<file path="config.mk">
export PLATFORM = sky130hd
export DESIGN_NAME = ssa_ctrl
export DESIGN_NICKNAME = d
export VERILOG_FILES = /design/src/hdl/ssa_pkg.sv /design/src/hdl/ssa_ctrl.sv
export VERILOG_INCLUDE_DIRS = /design/src /design/src/hdl
export SDC_FILE = /design/constraint.sdc
export NUM_CORES = 1
export LEC_CHECK = 0
export ABC_AREA = 1
export BUFFER_PORTS_ARGS = -buffer_cell sky130_fd_sc_hd__buf_2
export CELL_PAD_IN_SITES_DETAIL_PLACEMENT = 1
export CELL_PAD_IN_SITES_GLOBAL_PLACEMENT = 1
export CORE_ASPECT_RATIO = 1.1
export CORE_MARGIN = 2
export CORE_UTILIZATION = 32
export CTS_CLUSTER_SIZE = 8
export DETAILED_ROUTE_END_ITERATION = 7
export PLACE_DENSITY = 0.93
export SYNTH_ARGS = -nofsm -noshare
export SYNTH_HDL_FRONTEND = slang
export SYNTH_SLANG_ARGS = --single-unit
</file>
<file path="constraint.sdc">
create_clock -name i_clk -period 2.71 [get_ports i_clk]
set_input_delay 0.4065 -clock i_clk [delete_from_list [all_inputs] [get_ports i_clk]]
set_output_delay 0.4065 -clock i_clk [all_outputs]
set_load 0.02 [all_outputs]
</file>
<file path="src/hdl/syscall_signature_automaton_assert.svh">
// assertion macros shared by the block's modules
`ifndef SYSCALL_SIGNATURE_AUTOMATON_ASSERT_SVH
`define SYSCALL_SIGNATURE_AUTOMATON_ASSERT_SVH

// same-cycle implication, checked outside reset
`define SSA_ASSERT_NOW(label, clk, rst_n, ante, cons, msg) \
    label: assert property (@(posedge clk) disable iff (!rst_n) (ante) |-> (cons)) \
        else $error(msg);

// next-cycle implication, checked outside reset
`define SSA_ASSERT_NEXT(label, clk, rst_n, ante, cons, msg) \
    label: assert property (@(posedge clk) disable iff (!rst_n) (ante) |=> (cons)) \
        else $error(msg);

`endif

</file>
<file path="src/hdl/ssa_pkg.sv">
// ----------------------------------------------------------------------------
// ssa_pkg
// types, codes and default sizes of the signature chain matcher
// ----------------------------------------------------------------------------
package ssa_pkg;

    localparam int CALL_IDS_DEF     = 512;
    localparam int STATE_COUNT_DEF  = 1024;
    localparam int MAX_BRANCHES_DEF = 16;
    localparam int COUNT_BITS_DEF   = 16;

    typedef enum logic [2:0] {
        CMD_LOAD  = 3'd0,
        CMD_TOTAL = 3'd1,
        CMD_MARK  = 3'd2,
        CMD_EVENT = 3'd3,
        CMD_CLEAR = 3'd4
    } t_cmd;

    typedef struct packed {
        logic [2:0] cmd;
        logic [8:0] call_id;
        logic [3:0] branch_slot;
        logic [9:0] target_state;
        logic [4:0] branch_total;
        logic       end_mark;
    } t_in;

    typedef struct packed {
        logic [9:0] advanced_state;
        logic       no_match;
        logic       hit_end;
        logic       any_end_seen;
        logic       last;
    } t_out;

    typedef enum logic [3:0] {
        ST_INIT,
        ST_IDLE,
        ST_LOAD,
        ST_CLR,
        ST_TOT_RD,
        ST_TOT_LAT,
        ST_BR_RD,
        ST_BR_CHK,
        ST_PRED,
        ST_INC,
        ST_DEC_RD,
        ST_DEC_WR,
        ST_FIN
    } t_state;

    // controller to datapath
    typedef struct packed {
        logic latch;
        logic ld_write;
        logic sweep;
        logic init;
        logic lim_load;
        logic idx_inc;
        logic br_chk;
        logic rd_pred;
        logic rd_dj;
        logic inc;
        logic dec_wr;
        logic fin;
    } t_ctl;

    // datapath to controller
    typedef struct packed {
        logic sweep_last;
        logic id_ok;
        logic idx_lt_lim;
        logic tgt_ok;
        logic pred_zero;
        logic end_flag;
        logic dj_ge2;
        logic pend_v;
        logic out_free;
    } t_sts;

endpackage

</file>
<file path="src/hdl/ssa_ctrl.sv">
// ----------------------------------------------------------------------------
// ssa_ctrl
// sequencer: init sweep, commands, branch walk and counter decrement run
// ----------------------------------------------------------------------------
`include "syscall_signature_automaton_assert.svh"

module ssa_ctrl (
    input  logic          i_clk,
    input  logic          i_rst_n,
    input  logic          i_valid,
    input  logic [2:0]    i_cmd,
    input  ssa_pkg::t_sts i_sts,
    output logic          o_ready,
    output ssa_pkg::t_ctl o_ctl
);

    ssa_pkg::t_state r_state, n_state;
    logic            w_commit_ok;

    assign w_commit_ok = !i_sts.pend_v || i_sts.out_free;

    always_ff @(posedge i_clk) begin
        if (!i_rst_n) begin
            r_state <= ssa_pkg::ST_INIT;
        end else begin
            r_state <= n_state;
        end
    end

    always_comb begin
        n_state = r_state;
        o_ready = 1'b0;
        o_ctl   = '0;
        case (r_state)
            ssa_pkg::ST_INIT: begin
                o_ctl.sweep = 1'b1;
                o_ctl.init  = 1'b1;
                if (i_sts.sweep_last) begin
                    n_state = ssa_pkg::ST_IDLE;
                end
            end
            ssa_pkg::ST_IDLE: begin
                o_ready = 1'b1;
                if (i_valid) begin
                    o_ctl.latch = 1'b1;
                    case (i_cmd) inside
                        ssa_pkg::CMD_LOAD, ssa_pkg::CMD_TOTAL, ssa_pkg::CMD_MARK:
                            n_state = ssa_pkg::ST_LOAD;
                        ssa_pkg::CMD_EVENT: n_state = ssa_pkg::ST_TOT_RD;
                        ssa_pkg::CMD_CLEAR: n_state = ssa_pkg::ST_CLR;
                        default:            n_state = ssa_pkg::ST_IDLE;
                    endcase
                end
            end
            ssa_pkg::ST_LOAD: begin
                o_ctl.ld_write = 1'b1;
                n_state        = ssa_pkg::ST_IDLE;
            end
            ssa_pkg::ST_CLR: begin
                o_ctl.sweep = 1'b1;
                if (i_sts.sweep_last) begin
                    n_state = ssa_pkg::ST_IDLE;
                end
            end
            ssa_pkg::ST_TOT_RD: begin
                n_state = i_sts.id_ok ? ssa_pkg::ST_TOT_LAT : ssa_pkg::ST_FIN;
            end
            ssa_pkg::ST_TOT_LAT: begin
                o_ctl.lim_load = 1'b1;
                n_state        = ssa_pkg::ST_BR_RD;
            end
            ssa_pkg::ST_BR_RD: begin
                n_state = i_sts.idx_lt_lim ? ssa_pkg::ST_BR_CHK : ssa_pkg::ST_FIN;
            end
            ssa_pkg::ST_BR_CHK: begin
                o_ctl.br_chk  = 1'b1;
                o_ctl.rd_pred = 1'b1;
                if (i_sts.tgt_ok) begin
                    n_state = ssa_pkg::ST_PRED;
                end else begin
                    o_ctl.idx_inc = 1'b1;
                    n_state       = ssa_pkg::ST_BR_RD;
                end
            end
            ssa_pkg::ST_PRED: begin
                if (i_sts.pred_zero) begin
                    o_ctl.idx_inc = 1'b1;
                    n_state       = ssa_pkg::ST_BR_RD;
                end else begin
                    n_state = ssa_pkg::ST_INC;
                end
            end
            ssa_pkg::ST_INC: begin
                if (w_commit_ok) begin
                    o_ctl.inc = 1'b1;
                    if (i_sts.end_flag) begin
                        n_state = ssa_pkg::ST_DEC_RD;
                    end else begin
                        o_ctl.idx_inc = 1'b1;
                        n_state       = ssa_pkg::ST_BR_RD;
                    end
                end
            end
            ssa_pkg::ST_DEC_RD: begin
                o_ctl.rd_dj = 1'b1;
                if (i_sts.dj_ge2) begin
                    n_state = ssa_pkg::ST_DEC_WR;
                end else begin
                    o_ctl.idx_inc = 1'b1;
                    n_state       = ssa_pkg::ST_BR_RD;
                end
            end
            ssa_pkg::ST_DEC_WR: begin
                o_ctl.rd_dj  = 1'b1;
                o_ctl.dec_wr = 1'b1;
                n_state      = ssa_pkg::ST_DEC_RD;
            end
            ssa_pkg::ST_FIN: begin
                if (i_sts.out_free) begin
                    o_ctl.fin = 1'b1;
                    n_state   = ssa_pkg::ST_IDLE;
                end
            end
            default: begin
                n_state = ssa_pkg::ST_IDLE;
            end
        endcase
    end

    // a held result never outlives its event
    `SSA_ASSERT_NOW(a_idle_no_pend, i_clk, i_rst_n, r_state == ssa_pkg::ST_IDLE,
        !i_sts.pend_v, "pending result left over after event")
    // commit only when the held result has somewhere to go
    `SSA_ASSERT_NOW(a_commit_room, i_clk, i_rst_n, o_ctl.inc,
        !i_sts.pend_v || i_sts.out_free, "result committed without room")

endmodule

</file>
==> flow_metrics.tcl <==
set metrics [dict create \
    cp-start-kind "flop" \
    power.density_nw_per_um2 315 \
    yosysWarnings 0 \
    timing.final.crit_share_pct 76.4 \
    synth_common_cells "nand2_1, inv_1, nand3_1" \
    diodes 0 \
    drc 0 \
    tightestPinTransition_ps 569 \
    holdPathStages 3 \
    yosysSeqAreaShare_pct 12.1 \
    relSlewSlack_pct 62.0 \
    hold_class "primary input to flop" \
    die_h_um 51.7 \
    postSynthCellCount 112 \
    use_met1_pct 21.0 \
    cts_max_level 1 \
    synth-edff-count 0 \
    port_buffers 27 \
    slew_viol_final 0 \
    busiest_layer "met2" \
    fp.dieW_um 47.4 \
    cts_tree "yes" \
    yosys.area.top_type "nand2_1" \
    first_global_vias 722 \
    final_net_count 158 \
    ff2ff_path_depth 9 \
    grtUsageTotal_pct 16.5 \
    drtPass1Iterations 4 \
    cts_buffer_depth 2 \
    rsz0062_at_grt "no" \
    setup_viol 0 \
    syn_avg_cell_area_um2 5.91 \
    synth.most_common_cell "nand2_1" \
    ir_worst_vdd_v 0.000187 \
    synth_top_area_share_pct 12.5 \
    start_util_pct 33.5 \
    clk_latency_ps 230 \
    synthTopCellsByArea "nand2_1, dfxtp_1, inv_1" \
    area_growth_pct 23.3 \
    place_hpwl_mm 1.65 \
    drtIter0Drc 4 \
    wl_mm 1.91 \
    synth_nets 131 \
    worst_hold_slack_ps 434 \
    overflow 0 \
    critPathRequiredTime_ps 2300 \
    max_freq_ghz 0.483 \
    gp_congestion 0.813 \
    synth-seq-cells 4 \
    crit_chain "inv_2, nor2_4, nand2_1, nor2_1, nand2_1, nand3b_1, buf_2" \
    cp.arrival_ps 1660 \
    critPathCaptureType "primary output" \
    post_drt_wl_per_cell_um 11.6 \
    maxCapViolCount 0 \
    cpMaxStageDelayCell "dfxtp_1" \
    largest_register "r_state" \
    path_class "flop to primary output" \
    leakagePower_nw 0.479 \
    ctsResizeCount 0 \
    cp_max_fo 10 \
    finalCriticalPeriod_ps 2070 \
    async_reset_ff_share_pct 0 \
    tns_ps 0 \
    fin_skew_ps 0.189 \
    io_pins 28 \
    grt_max_degree 13 \
    cpMostUsedCell "nand2_1" \
    antenna_found_initial 0 \
    routed_via_density 4.73 \
    largest_reg_flops 4 \
    cp.depth 7 \
    largest_registers "r_state x4" \
    num_vias 780 \
    grtUsageMet2_pct 28.4 \
    cts.sinks 4 \
    syn_area_um2 662 \
    drive_gt1_share_pct 33.6 \
    coreArea_um2 1980 \
    std_cell_rows 17 \
    status "finished clean" \
    dieArea_um2 2450 \
    finalHoldViolations 0 \
    path_buf_inv 2 \
    clk_transition_reported_paths_ps 40 \
    post_cts_buffers 0 \
    cts_hold_buffers 0 \
    yosys.cell_types.count 24 \
    grt_pass1_wl_mm 2.97 \
    postRouteAntennaNets 0 \
    cts-root-buf "clkbuf_4" \
    cp_top_family "flip-flops" \
    cts_buffers 3 \
    synthFlopType "dfxtp_1" \
    slowest_delay_ps 600 \
    grt_use_met3_pct 1.04 \
]
## routing by layer
layer  vias to the layer above  wire, um
met5                         -         0
met4                         0        27
met3                         4        49
met2                        21       965
met1                       352       867
li1                        403         -
## power by group
part           leakage [nW]  internal, W  switching (W)
Combinational         0.433    0.0000377      0.0000719
Clock                0.0138    0.0000495      0.0000241
Sequential           0.0325    0.0000624      0.0000118
Total                 0.479     0.000150       0.000108
## metrics by stage
stage | worst slack, ps | instances | cell area [um^2] | power (W) | util [%]
2_1_floorplan | 936 | 112 | 662 | 0.000154 | -
3_3_place_gp | 987 | 162 | 793 | 0.000181 | 40.1
3_5_place_dp | 894 | 162 | 793 | 0.000185 | 40.1
4_1_cts | 637 | 165 | 816 | 0.000261 | 41.2
5_1_grt | 494 | 165 | 816 | 0.000277 | 41.2
6_report | 640 | 165 | 816 | 0.000257 | 41.2
## cell families after synthesis
family | count (synthesis) | synth area share [%]
compound gates | 9 | 7.18
fa+ha+maj | 4 | 7.56
buf+inv | 26 | 18.1
flops | 4 | 12.1
simple gates | 69 | 55.0
## final cells by class
cell class / count / area [um^2]
multi-input combinational: 82 / 462
inverter: 21 / 81.3
timing repair buffer: 27 / 135
fill: 297 / 1160
sequential: 4 / 80.1
clock buffer: 3 / 22.5
tap: 28 / 35.0
## path summary, 6_finish.rpt
kind,from,end,slack [ps]
worst max-delay path,r_state[0],o_ctl[6],640
worst min-delay path,i_rst_n,r_state[0],430
worst max register to register,r_state[1],r_state[0],1090
worst min register to register,r_state[2],r_state[2],510
## cells in the final DEF (no fill, tap or decap), types with 4 or more instances in the layout
master / instances
nand2_2: 5
nand3_1: 13
ha_1: 4
nand4_1: 5
dfxtp_1: 4
nor2_1: 12
o21ai_0: 5
nand2_1: 22
buf_2: 27
inv_1: 19
## worst min-delay path: stages
cell     delay, ps
buf_2          100
o21ai_0         60
nor2_1          50
Note: power is estimated with default switching activity, not from simulation.
